$ cat src/hdl/b64e_pkg.sv
// b64e_pkg: shared types, constants and the character table of the
// base64url stream encoder. No dependencies.
package b64e_pkg;

  localparam int unsigned QueueDepthDefault = 4;
  localparam logic [15:0] CapacityReset     = 16'd64;

  // One unit of work for the back end: a group or tail of characters,
  // or a single overflow word.
  typedef struct packed {
    logic [23:0] group;      // MSB-aligned 24-bit group
    logic [1:0]  last_idx;   // number of characters minus one (1..3)
    logic        ovf;        // capacity exceeded: one overflow word only
    logic        last;       // group closes the message
  } b64e_job_t;

  localparam int unsigned JobWidth = $bits(b64e_job_t);

  // URL-safe alphabet: A-Z a-z 0-9 '-' '_'
  function automatic logic [7:0] b64e_char(input logic [5:0] idx);
    logic [7:0] c;
    c = {2'b00, idx};
    if (idx < 6'd26)       return 8'h41 + c;
    else if (idx < 6'd52)  return 8'h61 + c - 8'd26;
    else if (idx < 6'd62)  return 8'h30 + c - 8'd52;
    else if (idx == 6'd62) return 8'h2D;
    else                   return 8'h5F;
  endfunction

endpackage

$ cat src/hdl/b64e_front.sv
// b64e_front: accepts bytes, collects them into groups, checks the
// capacity and pushes jobs into the queue. Depends on b64e_pkg.
module b64e_front import b64e_pkg::*; (
  input  logic        clk,
  input  logic        rst_n,
  input  logic        cfg_wr_en,
  input  logic [15:0] cfg_wr_data,
  input  logic        in_valid,
  output logic        in_ready,
  input  logic [7:0]  in_byte,
  input  logic        in_is_last,
  input  logic        q_full,
  output logic        push,
  output b64e_job_t   push_job
);

  logic [15:0] cap_r;
  logic [15:0] held_r, held_nxt;
  logic [1:0]  phase_r, phase_nxt;
  logic [15:0] count_r, count_nxt;
  logic        failed_r, failed_nxt;

  logic        accept;
  logic [23:0] group;
  logic [1:0]  last_idx;
  logic [16:0] need;
  logic        fail;

  assign in_ready = !q_full;
  assign accept   = in_valid && in_ready;

  always_comb begin
    unique case (phase_r)
      2'd0:    begin group = {in_byte, 16'h0000};       last_idx = 2'd1; end
      2'd1:    begin group = {held_r[7:0], in_byte, 8'h00}; last_idx = 2'd2; end
      default: begin group = {held_r, in_byte};          last_idx = 2'd3; end
    endcase
  end

  // characters after this group; the terminator slot must still fit
  assign need = {1'b0, count_r} + {15'd0, last_idx} + 17'd1;
  assign fail = need >= {1'b0, cap_r};

  always_comb begin
    held_nxt   = held_r;
    phase_nxt  = phase_r;
    count_nxt  = count_r;
    failed_nxt = failed_r;
    push       = 1'b0;
    push_job.group    = group;
    push_job.last_idx = last_idx;
    push_job.ovf      = fail;
    push_job.last     = in_is_last;
    if (accept) begin
      priority if (failed_r) begin
        if (in_is_last) begin
          held_nxt = '0; phase_nxt = '0; count_nxt = '0; failed_nxt = 1'b0;
        end
      end else if (phase_r != 2'd2 && !in_is_last) begin
        held_nxt  = {held_r[7:0], in_byte};
        phase_nxt = phase_r + 2'd1;
      end else begin
        push      = 1'b1;
        held_nxt  = '0;
        phase_nxt = '0;
        if (in_is_last) begin
          count_nxt = '0; failed_nxt = 1'b0;
        end else if (fail) begin
          failed_nxt = 1'b1;
        end else begin
          count_nxt = need[15:0];
        end
      end
    end
  end

  always_ff @(posedge clk) begin
    if (!rst_n) begin
      cap_r    <= CapacityReset;
      held_r   <= '0;
      phase_r  <= '0;
      count_r  <= '0;
      failed_r <= 1'b0;
    end else begin
      if (cfg_wr_en) cap_r <= cfg_wr_data;
      held_r   <= held_nxt;
      phase_r  <= phase_nxt;
      count_r  <= count_nxt;
      failed_r <= failed_nxt;
    end
  end

endmodule

$ cat src/hdl/b64e_queue.sv
// b64e_queue: short FIFO of jobs between front and back end.
// Depends on b64e_pkg.
module b64e_queue import b64e_pkg::*; #(
  parameter int unsigned DEPTH = QueueDepthDefault
) (
  input  logic      clk,
  input  logic      rst_n,
  input  logic      push,
  input  b64e_job_t push_job,
  output logic      full,
  input  logic      pop,
  output logic      empty,
  output b64e_job_t head
);

  localparam int unsigned PtrW = (DEPTH > 1) ? $clog2(DEPTH) : 1;
  localparam int unsigned CntW = $clog2(DEPTH + 1);
  localparam logic [PtrW-1:0] PtrLast = PtrW'(DEPTH - 1);

  b64e_job_t           mem_r [DEPTH];
  logic [PtrW-1:0]     wr_ptr_r, rd_ptr_r;
  logic [CntW-1:0]     count_r;

  assign full  = count_r == CntW'(DEPTH);
  assign empty = count_r == '0;
  assign head  = mem_r[rd_ptr_r];

  always_ff @(posedge clk) begin
    if (push) mem_r[wr_ptr_r] <= push_job;
  end

  always_ff @(posedge clk) begin
    if (!rst_n) begin
      wr_ptr_r <= '0;
      rd_ptr_r <= '0;
      count_r  <= '0;
    end else begin
      if (push) wr_ptr_r <= (wr_ptr_r == PtrLast) ? '0 : wr_ptr_r + PtrW'(1);
      if (pop)  rd_ptr_r <= (rd_ptr_r == PtrLast) ? '0 : rd_ptr_r + PtrW'(1);
      unique case ({push, pop})
        2'b10:   count_r <= count_r + CntW'(1);
        2'b01:   count_r <= count_r - CntW'(1);
        default: count_r <= count_r;
      endcase
    end
  end

endmodule

$ cat src/hdl/b64e_back.sv
// b64e_back: walks the head job one character per cycle into the
// output register, unless out_ready holds it. Depends on b64e_pkg.
module b64e_back import b64e_pkg::*; (
  input  logic      clk,
  input  logic      rst_n,
  input  logic      q_empty,
  input  b64e_job_t head,
  output logic      pop,
  output logic      out_valid,
  input  logic      out_ready,
  output logic [7:0] out_symbol,
  output logic      out_end_of_message,
  output logic      out_overflow
);

  logic       valid_r;
  logic [1:0] idx_r;
  logic [7:0] sym_r;
  logic       eom_r, ovf_r;
  logic       load, last_char;
  logic [5:0] six;

  assign load      = !q_empty && (!valid_r || out_ready);
  assign last_char = head.ovf || (idx_r == head.last_idx);
  assign pop       = load && last_char;

  always_comb begin
    unique case (idx_r)
      2'd0:    six = head.group[23:18];
      2'd1:    six = head.group[17:12];
      2'd2:    six = head.group[11:6];
      default: six = head.group[5:0];
    endcase
  end

  always_ff @(posedge clk) begin
    if (!rst_n) begin
      valid_r <= 1'b0;
      idx_r   <= '0;
    end else begin
      if (load) begin
        valid_r <= 1'b1;
        idx_r   <= last_char ? 2'd0 : idx_r + 2'd1;
      end else if (out_ready) begin
        valid_r <= 1'b0;
      end
    end
  end

  // an overflow word always closes the message
  always_ff @(posedge clk) begin
    if (load) begin
      sym_r <= head.ovf ? 8'h00 : b64e_char(six);
      eom_r <= head.ovf || (head.last && last_char);
      ovf_r <= head.ovf;
    end
  end

  assign out_valid          = valid_r;
  assign out_symbol         = sym_r;
  assign out_end_of_message = eom_r;
  assign out_overflow       = ovf_r;

endmodule

$ cat src/hdl/base64url_stream_encoder_core.sv
// base64url_stream_encoder_core: top level of the unpadded base64url
// stream encoder. Depends on b64e_pkg, b64e_front, b64e_queue, b64e_back.
//
// Bytes enter one per word on the in_ channel; every three bytes leave as four
// URL-safe characters on the out_ channel, a tail of one or two bytes as two or
// three characters, the last character flagged end_of_message. If a group would
// leave no room for the terminator within cfg capacity, one word with overflow
// and end_of_message set (symbol 0) is given and the rest of the message is
// dropped. The front end takes a byte every cycle while the job queue has room;
// the back end sends one character per cycle while out_ready allows, so the
// output port sets the sustained rate. With an empty queue the first character
// of a group reaches the output through the queue and the output register.
// Write the capacity only while the block is idle.
module base64url_stream_encoder_core import b64e_pkg::*; #(
  parameter int unsigned QUEUE_DEPTH = QueueDepthDefault
) (
  input  logic        clk,
  input  logic        rst_n,
  input  logic        cfg_wr_en,
  input  logic [15:0] cfg_wr_data,
  input  logic        in_valid,
  output logic        in_ready,
  input  logic [7:0]  in_byte,
  input  logic        in_is_last,
  output logic        out_valid,
  input  logic        out_ready,
  output logic [7:0]  out_symbol,
  output logic        out_end_of_message,
  output logic        out_overflow
);

  logic      push, pop, q_full, q_empty;
  b64e_job_t push_job, head;

  b64e_front u_front (
    .clk, .rst_n, .cfg_wr_en, .cfg_wr_data,
    .in_valid, .in_ready, .in_byte, .in_is_last,
    .q_full, .push, .push_job
  );

  b64e_queue #(.DEPTH(QUEUE_DEPTH)) u_queue (
    .clk, .rst_n, .push, .push_job, .full(q_full),
    .pop, .empty(q_empty), .head
  );

  b64e_back u_back (
    .clk, .rst_n, .q_empty, .head, .pop,
    .out_valid, .out_ready, .out_symbol, .out_end_of_message, .out_overflow
  );

endmodule
$ cat config.mk
export PLATFORM = sky130hd
export DESIGN_NAME = base64url_stream_encoder_core
export DESIGN_NICKNAME = d
export VERILOG_FILES = /design/src/hdl/b64e_pkg.sv /design/src/hdl/b64e_front.sv /design/src/hdl/b64e_queue.sv /design/src/hdl/b64e_back.sv /design/src/hdl/base64url_stream_encoder_core.sv
export SDC_FILE = /design/constraint.sdc
export NUM_CORES = 1
export LEC_CHECK = 0
export BUFFER_PORTS_ARGS = -buffer_cell sky130_fd_sc_hd__buf_2
export CAP_MARGIN = 10
export CORE_MARGIN = 3
export CORE_UTILIZATION = 65
export CTS_CLUSTER_SIZE = 30
export DETAILED_ROUTE_END_ITERATION = 10
export PLACE_DENSITY = 0.84
export SYNTH_ARGS = -nofsm -noshare
export SYNTH_HDL_FRONTEND = slang
export SYNTH_SLANG_ARGS = --single-unit
$ cat constraint.sdc
create_clock -name clk -period 13.14 [get_ports clk]
set_input_delay 1.314 -clock clk [delete_from_list [all_inputs] [get_ports clk]]
set_output_delay 1.314 -clock clk [all_outputs]
set_load 0.02 [all_outputs]
# Word-level counts from Yosys, hierarchy flattened
# Memory sizes are Yosys's and may differ from the RTL's. A register that Yosys moved wholly into a read port is not among the register bits.
# Index checks and enable logic that the tools add are counted.
# word_totals
register_bits	71
n_memories	1
mem_bits_rw	112
elab_cells	99
output_inout_bits	12
in_bits	30
# classes
order_cmp	4
add_sub_neg	13
muxes	35
n_reduce_logical	19
eq_ne	14
# mem_list
memory	words	width	read_ports	rd_ports_with_merged_regs	write_ports	line	text
u_queue.mem_r	4	28	1	1	1	b64e_queue.sv:20	b64e_job_t mem_r [DEPTH];
# op_table
cell	n
$mux W16	7
$pmux W24 S2	1
$mux W8	3
$pmux W6 S3	1
$add A16 B2 Y17	1
$add A17 B1 Y17 const B	1
$ge A17 B16 Y1	1
$add A7 B6 Y8 const A	2
$mux W2	8
$lt A6 B6 Y1 const B	2
$mux W1	12
$add A2 B1 Y2 const B	4
$eq A2 B2 Y1 const B	4
$sub A8 B5 Y8 const B	1
$sub A8 B6 Y8 const B	1
$add A6 B6 Y7 const A	1
$mux W7	1
$eq A2 B1 Y1 const B	3
$eq A6 B6 Y1 const B	1
$lt A6 B5 Y1 const B	1
$pmux W3 S2	1
$logic_and A1 B1 Y1	5
$logic_not A1 Y1	4
$logic_not A2 Y1	2
other kinds (13)	17

# Longest topological paths before layout
# depth
depth_word	9
depth_mapped	19

# Modules after synthesis
# From an unflattened synthesis, not the netlist that was laid out.
# unflattened
cells_unflattened	683
area_unflattened_um2	8773.4
# modules_own_cells
module	seq_area_each_um2	instances	area_per_inst_um2	cells_each
b64e_queue	3543.4	1	4554.4	193
b64e_front	1021.0	1	3161.8	375
b64e_back	360.3	1	1057.3	115

# Worst setup path after synthesis
# OpenSTA, ideal clock, no wires.
# synth_path
path_type	reg2reg
startpoint	reg u_front.phase_r[0]
endpoint	reg u_front.count_r[13]
arrival_ns	4.259
setup_slack_ns	8.806
setup_time_ns	0.076
path_stages_with_launch	20
required_ns	13.064
path_cell_list	dfxtp_1 > inv_1 > ha_1 > clkbuf_1 > clkinv_1 > ha_1 > nor2b_1 > o2111ai_1 > or2_2 > nor4_1 > xnor2_1 > ha_1 > nand3_1 > nor3_1 > a221oi_1 > and3_1 > a22oi_1 > clkbuf_1 > nand3b_1 > a21boi_0
# synth_lines
item	line	text
from (decl)	b64e_front.sv:19	logic [1:0] phase_r, phase_nxt;
from (signal assigned)	b64e_front.sv:87	phase_r <= phase_nxt;
to (signal assigned)	b64e_front.sv:88	count_r <= count_nxt;
to (decl)	b64e_front.sv:20	logic [15:0] count_r, count_nxt;

==> flow_summary.rst <==
.. list-table::
   :header-rows: 1

   * - Metric
     - Value
   * - Run status
     - finished clean
   * - Cells on worst reg2reg path
     - 18
   * - Commonest non-fill, non-tap cell in the layout
     - edfxtp_1
   * - Flops & latches, synth
     - about 190
   * - Violation count after the first detailed-routing iteration
     - 565
   * - Clock skew after layout
     - 0.00756 ns
   * - Cell repeated most along the worst path
     - ha_1
   * - CP bufs+invs
     - 3
   * - CTS clock-pin slew for the worst setup and hold paths
     - 0.07 ns
   * - Number of slew-limit violations in the final report
     - 0
   * - Cell Area, Synth
     - ~9000 um^2
   * - Max-cap violations
     - 0
   * - Antenna violations before repair
     - 0
   * - Mapped Cells
     - between 700 and 800
   * - Post-cts gate resize count
     - 0
   * - Final setup violation count
     - 0
   * - Inserted Clock Buffers
     - 17
   * - Slowest cell on the critical path
     - a221oi_1
   * - Routed length per instance
     - 18.9 um
   * - Cells taking the most area after synthesis
     - edfxtp_1 (41%), dfxtp_1 (14%), ha_1 (5.7%)
   * - Number of nets at the end of the flow
     - around 880
   * - Worst min-delay path class
     - reg2reg
   * - Endpoint kind of the worst setup timing path
     - flop
   * - VDD IR max
     - ~0.000095 V
   * - Worst Tran Pin Value
     - between 1 and 1.5 ns
   * - Area Overhead vs Synth
     - 10.7%
   * - Startpoint Class
     - flop
   * - # DRC
     - 0
   * - Clock tree root driver cell
     - clkbuf_16
   * - Accumulated negative setup slack
     - 0 ns
   * - Final WL
     - between 15000 and 20000 um
   * - Final GP Congestion
     - ~0.92
   * - Overall via count from detail_route
     - between 6000 and 7000
   * - Endpoint of the most critical register-to-register path
     - u_front.count_r[0]
   * - Top cell family by delay on the critical path
     - simple AND/OR/NAND/NOR gates
   * - Number of antenna cells inserted
     - 0
   * - Area of the core
     - 13400 um^2
   * - Share of the clock period used by the worst path
     - between 40% and 50%
   * - Number of enable flip-flop cells after synthesis
     - about 120
   * - Remaining global-route overflow
     - 0
   * - Worst Hold Endpoint
     - u_front.count_r[15]
   * - Series of cell instances along the critical path
     - inv_1 -> ha_1 -> clkinv_1 -> ha_1 -> nor2b_1 -> o2111ai_1 -> or2_2 -> nor4_1 -> xnor2_1 -> ha_1 -> nand3_1 -> nor3_1 -> a221oi_1 -> and3_1 -> a22oi_1 -> buf_4 -> or3_1 -> a21boi_0
   * - Average footprint of a synthesized cell
     - about 12 um^2
   * - Reg-to-reg startpoint
     - u_front.phase_r[0]
   * - Worst slew margin relative to its limit
     - between 20% and 30%
   * - Clock latency on the worst-skew pair
     - between 0.4 and 0.5 ns
   * - Largest area contributor in the netlist
     - edfxtp_1
   * - Data required time of the critical path
     - 13.50 ns
   * - Post-route minimum period
     - around 5.3 ns
   * - Syn. warnings
     - 0
   * - Worst reg-to-reg setup slack
     - slightly below 8 ns
   * - Highest clock rate
     - about 0.19 GHz
   * - IO Pins
     - 42
   * - Die extent in x
     - about 120 um
   * - Share of final-layout standard cells stronger than drive strength 1
     - about 17%
   * - Htree depth
     - 4
   * - Combined global-route utilization of all metal layers
     - around 26%
   * - Max Buffers Root-to-Sink
     - 2
   * - Top flip-flop cell by instance count after synthesis
     - edfxtp_1
   * - CP Class
     - reg2reg
   * - Post-route antenna net violation count
     - 0
   * - Synth cell types
     - 63
   * - Final Util
     - 74.5%
   * - Cell area power density
     - 182 nW/um^2
   * - Cell count of the worst hold path
     - 2
   * - Buffers inserted during post-CTS setup optimization
     - 0
   * - Unrepaired setup endpoints after global routing
     - false
   * - Starting utilization of the core area
     - approximately two thirds
   * - Final hold violations
     - 0
   * - Source of the worst hold timing path
     - u_front.count_r[15]
   * - Highest fanout seen on the critical path
     - 14
   * - Via count of the first global-routing pass
     - approximately 5900
   * - Syn nets
     - 837
   * - Fraction of synthesis flops using an asynchronous set or reset pin
     - 0%
   * - Global-route wire length before repair
     - 29800 um
   * - Data arrival, critical path
     - 5.63 ns
   * - Maximum cell stage delay along the critical path
     - ~0.46 ns
   * - Static Leak
     - between 3 and 4 nW
   * - Commonest non-fill, non-tap cells in the layout
     - edfxtp_1 (122), nand2_1 (88), dfxtp_1 (63), inv_1 (44)
   * - Top cell type's share of synthesized area
     - just over 40%
   * - TritonRoute pass-1 iters
     - 5
   * - Area of the die
     - 15300 um^2
   * - Largest net degree at the start of global routing
     - 61
   * - Cts hold-fix bufs
     - 0
   * - Overall power after layout
     - approximately 1.8 mW
   * - Core Rows
     - 42
   * - Hpwl dp
     - about 13000 um
   * - Height of the die
     - between 100 and 150 um
   * - CTS tree
     - yes
   * - Number of sinks handled by clock tree synthesis
     - 185
   * - Number of I/O port buffers
     - 41
   * - Timing startpoint of the critical path
     - u_front.phase_r[0]
   * - Ratio of routed vias to standard cells
     - roughly 6.2
   * - Proportion of synthesized chip area in sequential cells
     - between 50 and 60%
-- per-stage QoR --
stage	std cells	hold slack [ns]	setup slack [ns]	instance area (um^2)
detailed placement	962	0.460	8.02	9370
CTS	994	0.469	7.93	9980
finish	994	0.469	7.87	9980
global placement	962	0.452	8.23	9370
floorplan	764	0.441	8.81	9020
global route	994	0.501	7.52	9980
-- tightest hold or removal path: cells and delay by family (launching register included) --
family / cells / cell delay (ns)
and+or+nand+nor: 1 / 0.05
AOI/OAI and AO/OA: 1 / 0.06
DFF: 1 / 0.31
-- state kept, by name (all words and copies together), names as in the netlist, 3 cells and up, named ones only --
signal / count
u_queue.count_r: 3
u_queue.mem_r: 112
u_back.out_symbol: 8
u_front.held_r: 16
u_front.cap_r: 16
u_front.count_r: 16
-- kinds of logic (layout without fill, tap and decap cells) --
family | after synthesis | in the layout | synth area share [%]
AND/OR/NAND/NOR | 244 | 244 | 13.4
flip-flops | 185 | 185 | 54.6
AO/OA/AOI/OAI | 125 | 125 | 10.3
buffers and inverters | 75 | 129 | 3.57
multiplexers | 67 | 67 | 9.46
adder cells (fa/ha/maj) | 43 | 43 | 6.13
XOR/XNOR | 25 | 25 | 2.43
-- synthesized netlist by cell type (7+ instances only) --
cell type / count
inv_1: 44
o21ai_0: 21
a22oi_1: 15
clkbuf_1: 21
a21boi_0: 22
nor2b_1: 35
nand3_1: 28
mux2i_1: 26
mux2_2: 27
nand2_1: 88
nor2_1: 28
mux4_2: 11
edfxtp_1: 122
nor3_1: 9
and2_1: 21
dfxtp_1: 63
xnor2_1: 18
o221a_2: 8
ha_1: 41
a21oi_1: 16
xor2_1: 7
and3_1: 8
-- routing by layer --
layer  vias up  GRT usage [%]  routed length (um)
met5         -              0                   0
met4         0           10.2                 396
met3        35           5.36                1090
met2       220           42.2                9310
met1      3027           34.1                8020
li1       2880              -                   -
-- final cells by class --
cell class | instances | area (um^2)
flip-flops and latches | 185 | 4920
multi-input cells | 504 | 3770
fillers | 883 | 3420
clock buffers | 18 | 429
repair buffers | 51 | 280
well taps | 176 | 220
clock inverters | 14 | 183
inverters | 46 | 173
-- power by group --
group / internal [mW] / total [mW] / switching, mW / leakage (nW)
combinational: 0.223 / 0.574 / 0.351 / 1.70
sequential: 0.689 / 0.710 / 0.0209 / 1.64
clock: 0.305 / 0.530 / 0.225 / 0.302
total: 1.22 / 1.81 / 0.597 / 3.65
-- how the worst max path moves through the flow --
stage                          endpoint  slack [ns]  cells after the start
finish               u_front.count_r[0]        7.87                     18
global placement     u_front.count_r[1]        8.23                     18
CTS                  u_front.count_r[0]        7.93                     18
floorplan           u_front.count_r[13]        8.81                     19
detailed placement   u_front.count_r[0]        8.02                     18
global route         u_front.count_r[0]        7.52                     18
Note: power is estimated with default switching activity, not from simulation.
